File: src/design/m3kf_pkg.sv
// Shared types and constants for the masked 3x3 kernel filter.
// Used by every module of the block; depends on nothing.
package m3kf_pkg;

  localparam logic [2:0] CFG_WIDTH  = 3'd0;
  localparam logic [2:0] CFG_HEIGHT = 3'd1;
  localparam logic [2:0] CFG_IGNORE = 3'd2;
  localparam logic [2:0] CFG_KTOP   = 3'd3;
  localparam logic [2:0] CFG_KMID   = 3'd4;
  localparam logic [2:0] CFG_KBOT   = 3'd5;

  localparam logic [7:0] ALPHA_BLANK = 8'hff;
  localparam int         ALPHA_LSB   = 24;

  // sum widths: 9 taps of 8-bit x signed 16-bit weights
  localparam int SUM_W  = 28;
  localparam int WSUM_W = 20;
  localparam int QW     = 27;
  localparam int DW     = 19;

  // emit bits: centre (filtered when filt is set), last column, last row
  typedef struct packed {
    logic [8:0][31:0] win;
    logic [9:0]       col;
    logic [15:0]      row;
    logic [2:0]       emit;
    logic             filt;
  } job_t;

  typedef enum logic {F_IDLE, F_LOAD} front_state_t;
  typedef enum logic [2:0] {B_IDLE, B_ACC, B_CHK, B_DIV, B_FIN, B_OUT} back_state_t;

endpackage

File: src/design/m3kf_queue.sv
// Two-entry job queue between front and back ends.
// Uses m3kf_pkg.
module m3kf_queue (
  input  logic           clk,
  input  logic           rst,
  input  logic           push,
  input  m3kf_pkg::job_t push_job,
  input  logic           pop,
  output m3kf_pkg::job_t head,
  output logic           full,
  output logic           empty
);
  m3kf_pkg::job_t entries [2];
  logic       wr_ptr, rd_ptr;
  logic [1:0] count;

  assign full  = (count == 2'd2);
  assign empty = (count == 2'd0);
  assign head  = entries[rd_ptr];

  always_ff @(posedge clk) begin
    if (push) entries[wr_ptr] <= push_job;
  end

  always_ff @(posedge clk) begin
    if (rst) begin
      wr_ptr <= 1'b0;
      rd_ptr <= 1'b0;
      count  <= 2'd0;
    end else begin
      if (push) wr_ptr <= ~wr_ptr;
      if (pop)  rd_ptr <= ~rd_ptr;
      case ({push, pop})
        2'b10:   count <= count + 2'd1;
        2'b01:   count <= count - 2'd1;
        default: count <= count;
      endcase
    end
  end

  a_no_overflow: assert property (@(posedge clk) disable iff (rst) push |-> !full || pop)
    else $error("job pushed into full queue");
  a_no_underflow: assert property (@(posedge clk) disable iff (rst) pop |-> !empty)
    else $error("job popped from empty queue");
  a_count_up: assert property (@(posedge clk) disable iff (rst)
    (push && !pop) |=> count == $past(count) + 2'd1)
    else $error("queue count lost a push");
endmodule

File: config.mk
export PLATFORM = sky130hd
export DESIGN_NAME = m3kf_queue
export DESIGN_NICKNAME = d
export VERILOG_FILES = /design/src/design/m3kf_pkg.sv /design/src/design/m3kf_queue.sv
export SDC_FILE = /design/constraint.sdc
export NUM_CORES = 1
export LEC_CHECK = 0
export BUFFER_PORTS_ARGS = -buffer_cell sky130_fd_sc_hd__buf_2
export CORE_AREA = 5 5 249 251
export DETAILED_ROUTE_END_ITERATION = 7
export DIE_AREA = 0 0 254 256
export PLACE_DENSITY = 0.63
export SLEW_MARGIN = 10
export SYNTH_ARGS = -nofsm -noshare
export SYNTH_HDL_FRONTEND = slang
export SYNTH_SLANG_ARGS = --single-unit
File: constraint.sdc
create_clock -name clk -period 24.3 [get_ports clk]
set_input_delay 7.29 -clock clk [delete_from_list [all_inputs] [get_ports clk]]
set_output_delay 7.29 -clock clk [all_outputs]
set_load 0.05 [all_outputs]
==> impl_metrics.ini <==
[routing]
dr.pass1.iters = 4
drtAntennaViolNets = 0
vias = 12000
via_per_inst = 4.70
wl_um = 53500
drt_iter0_markers = 633
drc = 0
wire_per_inst_um = 21.0

[sta]
rsz0062_at_grt = no
timing.final.ws_setup_ns = 12.78
worstMarginPinSlew_ns = 1.29
fin_setup_tns_ns = 0
finalSetupViolCount = 0
drv_slew = 0
relSlewSlack_pct = 13.9
period_minus_slack_ns = 11.52
fmax_ghz = 0.0868
finClkSkew_ns = 0.0215
finalHoldViolations = 0
timing.final.crit_share_pct = 47.4

[clock_network]
clock_path_buffers = 3
postCtsSetupBuffers = 0
cts_inserted_buffers = 69
ctsHoldBuffers = 0
clk_pin_slew_ns = 0.06
htreeDepth = 3
cts_tree = built
root_buffer = clkbuf_16
clkLatencyLatePin_ns = 0.60
clock-sinks = 641
ctsResizeCount = 0

[global_route]
antenna_found_initial = 28
grt_pass1_vias = 12900
grt-ovfl-total = 0
groute.usage.overall_pct = 15.8
grt_pass1_wl_um = 78000
grt_start_max_net_pins = 177

[placement]
post-dp-hpwl_um = 37200
dp_slack_ns = 13.31
place.gp.congestion = 0.780
io_buffer_count = 641

[worst_setup_path]
slowest_stage = dfxtp_4
worstSetupPathType = reg -> out
crit_path_frequent_cell = buf_4
crit_chain = buf_4 > buf_4 > mux2_2 > buf_2
crit_buf_inv = 3
r2r-start = wr_ptr$_SDFFE_PP0P_
path_max_fanout = 72
max_stage_delay_ns = 1.06
crit_family = buffers and inverters
crit_arrival_ns = 4.23
startpoint_type = flop
cp_data_required_time_ns = 17.01
end_kind = output port

[synthesis]
synth_seq_cells = 641
yosysTopAreaCellShare_pct = 81.1
yosys-top-cells-area = edfxtp_1 81%, mux2_2 10%, mux2_4 6.4%
yosysUniqueCellTypes = 18
yosysWarningCount = 0
synth_edf_count = 636
synth_nets = 1334
syn_area_um2 = 23500
synth_common_cells = 636 x edfxtp_1, 218 x mux2_2, 100 x mux2_4
synth-seq-area-share_pct = 81.5
synth_ff_type = edfxtp_1
syn_avg_cell_area_um2 = 23.3
synth_top_cell_by_area = edfxtp_1
synthArstFlopShare_pct = 0
yosysMostFrequentCell = edfxtp_1
syn_inst = 1011

[floorplan]
dieArea_um2 = 65000
die_h_um = 256
core_um2 = 59700
ioPinCount = 642
rows = 90
die_w_um = 254
initial_utilization_pct = 39.4

[run_status]
status = completed

[final_layout]
drive_gt1_share_pct = 60.9
fillerInstances = 4957
fin_nets = 2022
area_growth_pct = 26.7

[hold_path]
hp-start = count[1]$_SDFFE_PP0P_
hp-class = reg -> reg

[power]
vdd_drop_max_uv = 64.8
leakage_uw = 0.0113
powerDensity_nw_per_um2 = 93.5

[run]
maxCapViolCount = 0
[worst min-delay path: cells and delay by family (launching register included)]
| kind | cells | cell delay, ns |
|---|---|---|
| flops | 1 | 0.33 |
| compound gates | 2 | 0.14 |
[area by class of cell]
type / instances / area (µm²) / area share [%]
Antenna cell: 12 / 30.0 / 0.101
Clock buffer: 92 / 1890 / 6.32
Clock inverter: 34 / 354 / 1.19
Inverter: 1 / 3.75 / 0.0126
Multi-Input combinational cell: 334 / 4070 / 13.6
Sequential cell: 641 / 19200 / 64.4
Tap cell: 782 / 978 / 3.28
Timing Repair Buffer: 652 / 3300 / 11.1
[path summary, 6_finish.rpt]
check	to	slack, ns	cells after the start
worst min-delay path	count[1]$_SDFFE_PP0P_	0.52	2
worst max-delay path	head[182]	12.78	4
worst max register to register	entries[1][253]$_DFFE_PP_	21.02	3
worst min register to register	count[1]$_SDFFE_PP0P_	0.52	2
[cell families (layout without fill, tap and decap cells)]
family | after synthesis | after routing | synth area share (%)
adders and majority gates | 1 | 1 | 0.0531
DFF | 641 | 641 | 81.5
AOI/OAI and AO/OA | 2 | 2 | 0.0425
muxes | 318 | 318 | 16.8
buffers and inverters | 36 | 779 | 1.23
and+or+nand+nor | 9 | 9 | 0.175
other | 0 | 12 | 0
xor gates and xnor gates | 4 | 4 | 0.149
[power by group]
group | leakage (µW) | internal [µW] | total [µW] | switching (µW)
Sequential | 0.00601 | 1290 | 1310 | 19.4
Clock | 0.00109 | 604 | 1020 | 416
Combinational | 0.00419 | 130 | 456 | 326
[metal layers]
layer | up-vias | part of all wire [%] | global-route usage [%]
li1 | 5455 | - | -
met1 | 5882 | 35 | 16.9
met2 | 470 | 50 | 27.0
met3 | 130 | 11 | 7.57
met4 | 28 | 2.9 | 5.83
met5 | - | 0.35 | 0
[sequential cells by signal, summed over array words and instances (netlist names), named ones only]
name and cells:
entries 636, count 2, rd_ptr 1, wr_ptr 1
[cell usage in the layout, fill, tap and decap left out]
master / count
buf_2: 641
edfxtp_1: 636
mux2_2: 218
mux2_4: 100
clkbuf_16: 71
clkbuf_1: 18
clkinv_1: 13
diode_2: 12
buf_4: 10
clkinv_2: 9
nor2_1: 5
bufinv_16: 5
dfxtp_1: 4
xnor2_1: 3
clkbuf_8: 3
clkinvlp_4: 2
inv_16: 2
and2_4: 1
inv_1: 1
nor2_4: 1
nor2b_1: 1
xor2_1: 1
o21ai_0: 1
or3_1: 1
a21oi_1: 1
ha_1: 1
dfxtp_4: 1
clkinv_16: 1
clkinv_8: 1
inv_6: 1
buf_12: 1
[metrics by stage]
step,utilization (%),hold slack (ns),power [µW],instances,instance area [µm²]
2_1_floorplan,-,0.461,1700,1011,23500
3_3_place_gp,46.2,0.478,1790,2410,27600
3_5_place_dp,46.2,0.510,1800,2410,27600
4_1_cts,49.9,0.519,2830,2536,29800
6_report,50.0,0.515,2790,2548,29800
5_1_grt,50.0,0.547,2900,2546,29800
(Power assumes the default switching activity.)
