$ cat src/design/m3kf_pkg.sv
// Shared types and constants for the masked 3x3 kernel filter.
// Used by every module of the block; depends on nothing.
package m3kf_pkg;

  localparam logic [2:0] CFG_WIDTH  = 3'd0;
  localparam logic [2:0] CFG_HEIGHT = 3'd1;
  localparam logic [2:0] CFG_IGNORE = 3'd2;
  localparam logic [2:0] CFG_KTOP   = 3'd3;
  localparam logic [2:0] CFG_KMID   = 3'd4;
  localparam logic [2:0] CFG_KBOT   = 3'd5;

  localparam logic [7:0] ALPHA_BLANK = 8'hff;
  localparam int         ALPHA_LSB   = 24;

  // sum widths: 9 taps of 8-bit x signed 16-bit weights
  localparam int SUM_W  = 28;
  localparam int WSUM_W = 20;
  localparam int QW     = 27;
  localparam int DW     = 19;

  // emit bits: centre (filtered when filt is set), last column, last row
  typedef struct packed {
    logic [8:0][31:0] win;
    logic [9:0]       col;
    logic [15:0]      row;
    logic [2:0]       emit;
    logic             filt;
  } job_t;

  typedef enum logic {F_IDLE, F_LOAD} front_state_t;
  typedef enum logic [2:0] {B_IDLE, B_ACC, B_CHK, B_DIV, B_FIN, B_OUT} back_state_t;

endpackage

$ cat src/design/m3kf_if.sv


interface pix_out_if;
  logic        valid;
  logic        ready;
  logic [31:0] pixel_out;
  logic [9:0]  out_column;
  logic [15:0] out_row;
  logic        run_last;
  modport source (output valid, output pixel_out, output out_column, output out_row,
                  output run_last, input ready);
  modport sink   (input valid, input pixel_out, input out_column, input out_row,
                  input run_last, output ready);
endinterface

$ cat src/design/m3kf_back.sv
// Back end: runs the weighted sums, a shared bit-serial divider and result
// sequencing into the output register. Uses m3kf_pkg, pix_out_if.
module m3kf_back (
  input  logic              clk,
  input  logic              rst,
  input  m3kf_pkg::job_t    head,
  input  logic              q_empty,
  output logic              pop,
  input  logic              ignore_blank,
  input  logic [2:0][47:0]  kernel,
  pix_out_if.source         pix_out
);
  localparam int SW = m3kf_pkg::SUM_W;
  localparam int WS = m3kf_pkg::WSUM_W;
  localparam int QW = m3kf_pkg::QW;
  localparam int DW = m3kf_pkg::DW;

  m3kf_pkg::back_state_t state, state_next;
  m3kf_pkg::job_t cur;
  logic [2:0]  mask, mask_next;
  logic [3:0]  k;
  logic [1:0]  ki, kj;
  logic signed [SW-1:0] sum_r, sum_a;
  logic signed [WS-1:0] wsum;
  logic [QW-1:0] dvd_r, dvd_a, q_r, q_a;
  logic [DW-1:0] rem_r, rem_a, dvs;
  logic [DW:0]   rs_r, rs_a;
  logic [4:0]    dcnt;
  logic          neg_r, neg_a;
  logic [31:0]   res0;
  logic [31:0]   tap;
  logic signed [15:0] wgt;
  logic          tap_used, blank_ctr, load;
  logic signed [24:0] prod_r, prod_a;
  logic [SW-1:0] mag_r, mag_a;
  logic [WS-1:0] mag_w;
  logic [7:0]    r8, a8;
  logic [31:0]   o_pix;
  logic [9:0]    o_col;
  logic [15:0]   o_row;

  assign blank_ctr = ignore_blank && (head.win[4][31:m3kf_pkg::ALPHA_LSB] == m3kf_pkg::ALPHA_BLANK);

  always_comb begin
    tap      = cur.win[k];
    wgt      = $signed(kernel[ki][kj*16 +: 16]);
    tap_used = !ignore_blank || (tap[31:m3kf_pkg::ALPHA_LSB] != m3kf_pkg::ALPHA_BLANK);
    prod_r   = $signed({1'b0, tap[7:0]}) * wgt;
    prod_a   = $signed({1'b0, tap[31:m3kf_pkg::ALPHA_LSB]}) * wgt;
    mag_r    = sum_r[SW-1] ? SW'(-sum_r) : SW'(sum_r);
    mag_a    = sum_a[SW-1] ? SW'(-sum_a) : SW'(sum_a);
    mag_w    = wsum[WS-1] ? WS'(-wsum) : WS'(wsum);
    rs_r     = {rem_r, dvd_r[QW-1]};
    rs_a     = {rem_a, dvd_a[QW-1]};
  end

  // truncated quotient sign and clamp to a byte
  always_comb begin
    if (neg_r && q_r != '0)      r8 = 8'd0;
    else if (q_r > QW'(255))     r8 = 8'd255;
    else                         r8 = q_r[7:0];
    if (neg_a && q_a != '0)      a8 = 8'd0;
    else if (q_a > QW'(255))     a8 = 8'd255;
    else                         a8 = q_a[7:0];
  end

  // pick the lowest pending result
  always_comb begin
    if (mask[0]) begin
      o_pix = res0;    o_col = cur.col - 10'd1; o_row = cur.row - 16'd1;
      mask_next = mask & 3'b110;
    end else if (mask[1]) begin
      o_pix = cur.win[5]; o_col = cur.col; o_row = cur.row - 16'd1;
      mask_next = mask & 3'b100;
    end else begin
      o_pix = cur.win[8]; o_col = cur.col; o_row = cur.row;
      mask_next = 3'b000;
    end
  end

  always_comb begin
    state_next = state;
    case (state)
      m3kf_pkg::B_IDLE:
        if (!q_empty) begin
          state_next = (head.filt && !blank_ctr) ? m3kf_pkg::B_ACC : m3kf_pkg::B_OUT;
        end
      m3kf_pkg::B_ACC: if (k == 4'd8) state_next = m3kf_pkg::B_CHK;
      m3kf_pkg::B_CHK: state_next = (wsum == '0) ? m3kf_pkg::B_OUT : m3kf_pkg::B_DIV;
      m3kf_pkg::B_DIV: if (dcnt == 5'd0) state_next = m3kf_pkg::B_FIN;
      m3kf_pkg::B_FIN: state_next = m3kf_pkg::B_OUT;
      m3kf_pkg::B_OUT: if (load && mask_next == 3'b000) state_next = m3kf_pkg::B_IDLE;
      default:         state_next = m3kf_pkg::B_IDLE;
    endcase
  end

  always_comb begin
    pop  = (state == m3kf_pkg::B_IDLE) && !q_empty;
    load = (state == m3kf_pkg::B_OUT) && (!pix_out.valid || pix_out.ready);
  end

  always_ff @(posedge clk) begin
    if (rst) state <= m3kf_pkg::B_IDLE;
    else     state <= state_next;
  end

  always_ff @(posedge clk) begin
    case (state)
      m3kf_pkg::B_IDLE: begin
        cur   <= head;
        mask  <= head.emit;
        res0  <= head.win[4];
        k     <= 4'd0;
        ki    <= 2'd0;
        kj    <= 2'd0;
        sum_r <= '0;
        sum_a <= '0;
        wsum  <= '0;
      end
      m3kf_pkg::B_ACC: begin
        if (tap_used) begin
          sum_r <= sum_r + SW'(prod_r);
          sum_a <= sum_a + SW'(prod_a);
          wsum  <= wsum + WS'(wgt);
        end
        k <= k + 4'd1;
        if (kj == 2'd2) begin
          kj <= 2'd0;
          ki <= ki + 2'd1;
        end else begin
          kj <= kj + 2'd1;
        end
      end
      m3kf_pkg::B_CHK: begin
        dvd_r <= mag_r[QW-1:0];
        dvd_a <= mag_a[QW-1:0];
        dvs   <= mag_w[DW-1:0];
        neg_r <= sum_r[SW-1] ^ wsum[WS-1];
        neg_a <= sum_a[SW-1] ^ wsum[WS-1];
        rem_r <= '0;
        rem_a <= '0;
        dcnt  <= 5'(QW - 1);
      end
      m3kf_pkg::B_DIV: begin
        // one quotient bit per cycle for both sums
        dvd_r <= dvd_r << 1;
        dvd_a <= dvd_a << 1;
        if (rs_r >= {1'b0, dvs}) begin
          rem_r <= DW'(rs_r - {1'b0, dvs});
          q_r   <= {q_r[QW-2:0], 1'b1};
        end else begin
          rem_r <= rs_r[DW-1:0];
          q_r   <= {q_r[QW-2:0], 1'b0};
        end
        if (rs_a >= {1'b0, dvs}) begin
          rem_a <= DW'(rs_a - {1'b0, dvs});
          q_a   <= {q_a[QW-2:0], 1'b1};
        end else begin
          rem_a <= rs_a[DW-1:0];
          q_a   <= {q_a[QW-2:0], 1'b0};
        end
        dcnt <= dcnt - 5'd1;
      end
      m3kf_pkg::B_FIN: res0 <= {a8, r8, r8, r8};
      m3kf_pkg::B_OUT: if (load) mask <= mask_next;
      default: ;
    endcase
  end

  always_ff @(posedge clk) begin
    if (rst) begin
      pix_out.valid <= 1'b0;
    end else if (load) begin
      pix_out.valid <= 1'b1;
    end else if (pix_out.ready) begin
      pix_out.valid <= 1'b0;
    end
  end

  always_ff @(posedge clk) begin
    if (load) begin
      pix_out.pixel_out  <= o_pix;
      pix_out.out_column <= o_col;
      pix_out.out_row    <= o_row;
      pix_out.run_last   <= (mask_next == 3'b000);
    end
  end

endmodule

$ cat src/flat_wrapper.sv
// flat-port wrapper written by rule: the top's interface ports become plain ports
module m3kf_back_flat 
  (clk, rst, head, q_empty, pop, ignore_blank, kernel, pix_out_valid, pix_out_pixel_out, pix_out_out_column, pix_out_out_row, pix_out_run_last, pix_out_ready);
  pix_out_if pix_out_i ();
  input  logic clk;
  input  logic rst;
  input  m3kf_pkg::job_t head;
  input  logic q_empty;
  output logic pop;
  input  logic ignore_blank;
  input  logic [2:0][47:0] kernel;
  output wire logic [$bits(pix_out_i.valid)-1:0] pix_out_valid;
  output wire logic [$bits(pix_out_i.pixel_out)-1:0] pix_out_pixel_out;
  output wire logic [$bits(pix_out_i.out_column)-1:0] pix_out_out_column;
  output wire logic [$bits(pix_out_i.out_row)-1:0] pix_out_out_row;
  output wire logic [$bits(pix_out_i.run_last)-1:0] pix_out_run_last;
  input wire logic [$bits(pix_out_i.ready)-1:0] pix_out_ready;
  assign pix_out_valid = pix_out_i.valid;
  assign pix_out_pixel_out = pix_out_i.pixel_out;
  assign pix_out_out_column = pix_out_i.out_column;
  assign pix_out_out_row = pix_out_i.out_row;
  assign pix_out_run_last = pix_out_i.run_last;
  assign pix_out_i.ready = pix_out_ready;
  m3kf_back u_core (.clk(clk), .rst(rst), .head(head), .q_empty(q_empty), .pop(pop), .ignore_blank(ignore_blank), .kernel(kernel), .pix_out(pix_out_i));
endmodule
$ cat config.mk
export PLATFORM = sky130hd
export DESIGN_NAME = m3kf_back_flat
export DESIGN_NICKNAME = d
export VERILOG_FILES = /design/src/design/m3kf_pkg.sv /design/src/design/m3kf_if.sv /design/src/design/m3kf_back.sv /design/src/flat_wrapper.sv
export SDC_FILE = /design/constraint.sdc
export NUM_CORES = 2
export LEC_CHECK = 0
export ABC_AREA = 0
export BUFFER_PORTS_ARGS = -buffer_cell sky130_fd_sc_hd__buf_2
export CORE_MARGIN = 2
export CORE_UTILIZATION = 35
export DETAILED_ROUTE_END_ITERATION = 12
export GPL_TIMING_DRIVEN = 0
export SETUP_SLACK_MARGIN = 0.5
export SYNTH_ARGS = -nofsm -noshare
export SYNTH_HDL_FRONTEND = slang
export SYNTH_SLANG_ARGS = --single-unit
$ cat constraint.sdc
create_clock -name clk -period 17.8 [get_ports clk]
set_input_delay 0 -clock clk [delete_from_list [all_inputs] [get_ports clk]]
set_output_delay 0 -clock clk [all_outputs]
set_load 0.02 [all_outputs]
==> results by group <==
Run status
  – Result of the run: complete, no violations

STA
  – Transition time at the pin with the least slew margin: 1.39 ns
  – RSZ-0062 raised after global routing: no
  – Setup violators final: 0
  – Maximum clock frequency: 106 MHz
  – Relative max-transition margin: 7.18%
  – Worst Hold Margin: approximately 0.077 ns
  – Final number of hold-violating endpoints: 0
  – Clock skew after layout: 0.0507 ns
  – Max-slew violation count: 0
  – Minimum clock period after layout: 9.48 ns
  – Setup ws final: around 8.3 ns
  – Crit share post-route: between 50% and 60%

Setup path
  – CP bufs+invs: 5
  – Critical-path cell list: buf_1 > buf_1 > mux4_2 > mux2i_1 > nor2_1 > a21oi_1 > clkbuf_1 > nor2_1 > fa_1 > fa_1 > fa_1 > fa_1 > inv_1 > fa_1 > inv_1 > ha_1 > a21oi_1 > o21ai_0 > a2111oi_0 > o21ai_0 > o211ai_1 > o21ai_0 > xnor2_1 > nor2_1
  – Class of the most critical setup path: register to register
  – Setup slack, reg-to-reg: around 8.3 ns
  – Slowest-stage cell, CP: sky130_fd_sc_hd__a21oi_1
  – End point of the critical path: u_core.sum_a[23]
  – RR Endpoint: u_core.sum_a[23]
  – Instance count on the critical path: 24
  – CP Data Arrival Time: 9.79 ns
  – Crit path top cell by count: sky130_fd_sc_hd__fa_1
  – Startpoint of the worst setup timing path: u_core.k[1]
  – Launch instance of the worst register-to-register path: u_core.k[1]
  – Reg2reg path depth: 24
  – Type of origin of the critical path: register
  – Critical path required time: ~18 ns
  – Highest cell delay on the worst timing path: 1.06 ns
  – Cell class contributing the biggest share of worst-path delay: adder cells
  – Worst-path fanout max: 10
  – CP endpoint kind: register

Placed design
  – GP Congestion: 0.912
  – Pre-CTS worst setup slack: 8.32 ns
  – Number of instances in the placed design: 5342
  – Detailed Place HPWL: 90.6 mm
  – Port bufs: 431

Detailed routing
  – Number of DRC markers after the initial detailed-route iteration: 2252
  – Total number of vias: around 29000
  – Routed wl met3: just over 6 mm
  – Wire length on met1: approximately 50 mm
  – Via density per instance: 5.06
  – Total wire length: roughly 110 mm
  – Detail-routed net length per standard cell: around 20 um
  – Residual DRC count: 0
  – Count of nets left with antenna violations after detail routing: 0
  – Met2 Wirelength: 54.2 mm
  – Total iterations of the first detailed-routing run: 5
  – Uppermost metal layer occupied by signal nets: met4

Yosys
  – Sequential element share of the synthesized area: 43.6%
  – Yosys warning total: 0
  – Average instance area after synthesis: between 10 and 15 um2
  – Post-synth EDFFs: around 550
  – Post-synthesis instance area: 38200 um2
  – Synthesis-stage register bit count: roughly 560
  – Syn_nets: 4380
  – Number of library cell types mapped by synthesis: approximately 80
  – Async set-or-reset flop fraction in the synthesized netlist: 0%
  – Mapped Cells: 3466
  – Top flip-flop cell by instance count after synthesis: sky130_fd_sc_hd__edfxtp_1

Die
  – Vert. Die Dim: 334 um
  – Overall die width: approximately 330 um
  – Top-level I/O count: 528
  – Initial cell density of the core: 35.2%
  – Area of the placeable core: 109000 um2
  – Die area: 112000 um2
  – Number of placement rows: 121

GRT
  – Leftover overflow at the end of global routing: 0
  – Overall global routing resource usage: 20.2%
  – Pin count of the biggest net entering global routing: 71
  – Antenna violations before repair: 13
  – Number of global-route vias before repair: between 20000 and 30000
  – First-pass GRT wire length: 172 mm

Finish
  – Number of nets in the layout: around 5000
  – Number of filler instances in the final layout: 10170
  – Fraction of layout instances using a drive strength above 1: 16.3%
  – Final core area utilization: 43.2%
  – Area growth from synthesis to layout: 22.9%
  – Layout Cells excl Fill: 5691

Clocking
  – TritonCTS clock tree: done
  – Setup bufs post-CTS: 0
  – H-tree levels: 3
  – Post-CTS clock slew at the launch and capture registers of the worst setup and hold paths: approximately 0.06 ns
  – Cts bufs inserted: 66
  – Buffers from clock root to sink, at most: 3
  – Sink count of the clock tree: 556
  – Clk Latency, worst-skew pair: 0.63 ns
  – Root buffer cell: sky130_fd_sc_hd__clkbuf_16

Run
  – Number of max-cap violations: 0

Hold path
  – Tightest Hold Check Type: input pin to register
==> through the flow <==
stage / TNS (ns) / instance area (um2)
floorplan: 0 / 38200
global placement: -1465.63 / 42100
detailed placement: 0 / 42600
CTS: 0 / 46900
global route: 0 / 46900
finish: 0 / 46900
==> per-layer routing <==
| metal | up-vias | global-route usage, % |
|---|---|---|
| li1 | 13496 | - |
| met1 | 14158 | 27.5 |
| met2 | 965 | 33.3 |
| met3 | 177 | 2.35 |
| met4 | 0 | 6.83 |
| met5 | - | 0 |
==> timing repair <==
item / 4_1_cts / 5_1_grt
endpoints found under the hold margin: 245 / 0
hold buffers: 227 / 0
resized for setup: 0 / 0
==> flip-flops by register name, indices dropped and copies added, names as in the netlist, 27 cells and up <==
| register | cells |
|---|---|
| u_core.cur | 202 |
| u_core.pix_out.pixel_out | 32 |
| u_core.res0 | 32 |
| u_core.sum_a | 28 |
| u_core.sum_r | 28 |
| u_core.dvd_a | 27 |
| u_core.dvd_r | 27 |
| u_core.q_a | 27 |
| u_core.q_r | 27 |
==> worst reg2reg max path, delay by kind of cell (launching register included) <==
family / cells / cell delay (ns)
buf+inv: 5 / 1.87
simple gates: 3 / 0.26
mux: 2 / 0.59
compound gates: 7 / 2.75
xor+xnor: 1 / 0.22
fa+ha+maj: 6 / 2.97
flops: 1 / 0.51
==> worst min-delay path by stage <==
stage	startpoint	to	cells past startpoint
2_1_floorplan	rst	u_core.pix_out.valid	1
3_3_place_gp	head[29]	u_core.cur[29]	1
3_5_place_dp	head[24]	u_core.cur[24]	1
4_1_cts	head[18]	u_core.cur[18]	2
5_1_grt	head[10]	u_core.cur[10]	2
6_report	head[297]	u_core.cur[297]	2
==> kinds of logic (layout without fill, tap and decap cells) <==
logic type | Yosys count | in the layout | synth area share (%)
compound gates | 598 | 598 | 9.96
xor+xnor | 184 | 184 | 4.22
fa+ha+maj | 447 | 447 | 19.7
buf+inv | 594 | 1398 | 5.95
flops | 556 | 556 | 43.6
mux | 155 | 155 | 5.59
other cells | 0 | 7 | 0
simple gates | 932 | 932 | 10.9
==> layout make-up <==
cell class,instances,area [um2],share of cell area (%)
Multi-Input combinational cell,2316,19300,41.1
Antenna cell,7,17.5,0.0373
Timing Repair Buffer,689,4830,10.3
Buffer,142,579,1.23
Inverter,452,1700,3.62
Sequential cell,556,16700,35.5
Clock buffer,77,1690,3.61
Tap cell,1414,1770,3.77
Clock inverter,38,378,0.805
==> cells in the mapped netlist, types with 18 or more instances <==
cell	instances	area share (%)
sky130_fd_sc_hd__and2_1	18	0.29
sky130_fd_sc_hd__mux2i_1	86	2.3
sky130_fd_sc_hd__nand3_1	35	0.46
sky130_fd_sc_hd__a211oi_1	24	0.47
sky130_fd_sc_hd__xor2_1	67	1.5
sky130_fd_sc_hd__ha_1	188	6.2
sky130_fd_sc_hd__nand4_1	25	0.41
sky130_fd_sc_hd__inv_1	449	4.4
sky130_fd_sc_hd__nor3_1	37	0.48
sky130_fd_sc_hd__nor2_1	373	3.7
sky130_fd_sc_hd__o31ai_1	24	0.47
sky130_fd_sc_hd__clkbuf_1	114	1.1
sky130_fd_sc_hd__a21o_1	68	1.3
sky130_fd_sc_hd__a21oi_1	154	2.0
sky130_fd_sc_hd__edfxtp_1	552	43
sky130_fd_sc_hd__nand2_1	283	2.8
sky130_fd_sc_hd__nor4_1	21	0.34
sky130_fd_sc_hd__o21ai_0	176	2.3
sky130_fd_sc_hd__nand2b_1	21	0.34
sky130_fd_sc_hd__o21a_1	24	0.47
sky130_fd_sc_hd__mux2_2	25	0.74
sky130_fd_sc_hd__and3_1	24	0.39
sky130_fd_sc_hd__mux4_2	44	2.6
sky130_fd_sc_hd__xnor2_1	117	2.7
sky130_fd_sc_hd__or2_2	22	0.36
sky130_fd_sc_hd__nor2b_1	24	0.39
sky130_fd_sc_hd__fa_1	259	14
==> cells in the final DEF, fill, tap and decap left out, types with 117 or more instances in the layout <==
master                            n
sky130_fd_sc_hd__a21oi_1        154
sky130_fd_sc_hd__buf_2          444
sky130_fd_sc_hd__clkbuf_1       124
sky130_fd_sc_hd__dlygate4sd3_1  227
sky130_fd_sc_hd__edfxtp_1       552
sky130_fd_sc_hd__fa_1           259
sky130_fd_sc_hd__ha_1           188
sky130_fd_sc_hd__inv_1          448
sky130_fd_sc_hd__nand2_1        283
sky130_fd_sc_hd__nor2_1         370
sky130_fd_sc_hd__o21ai_0        176
sky130_fd_sc_hd__xnor2_1        117
Power is not shown: default switching activity piles up to over one toggle a cycle in this logic, so the estimate is an artifact.
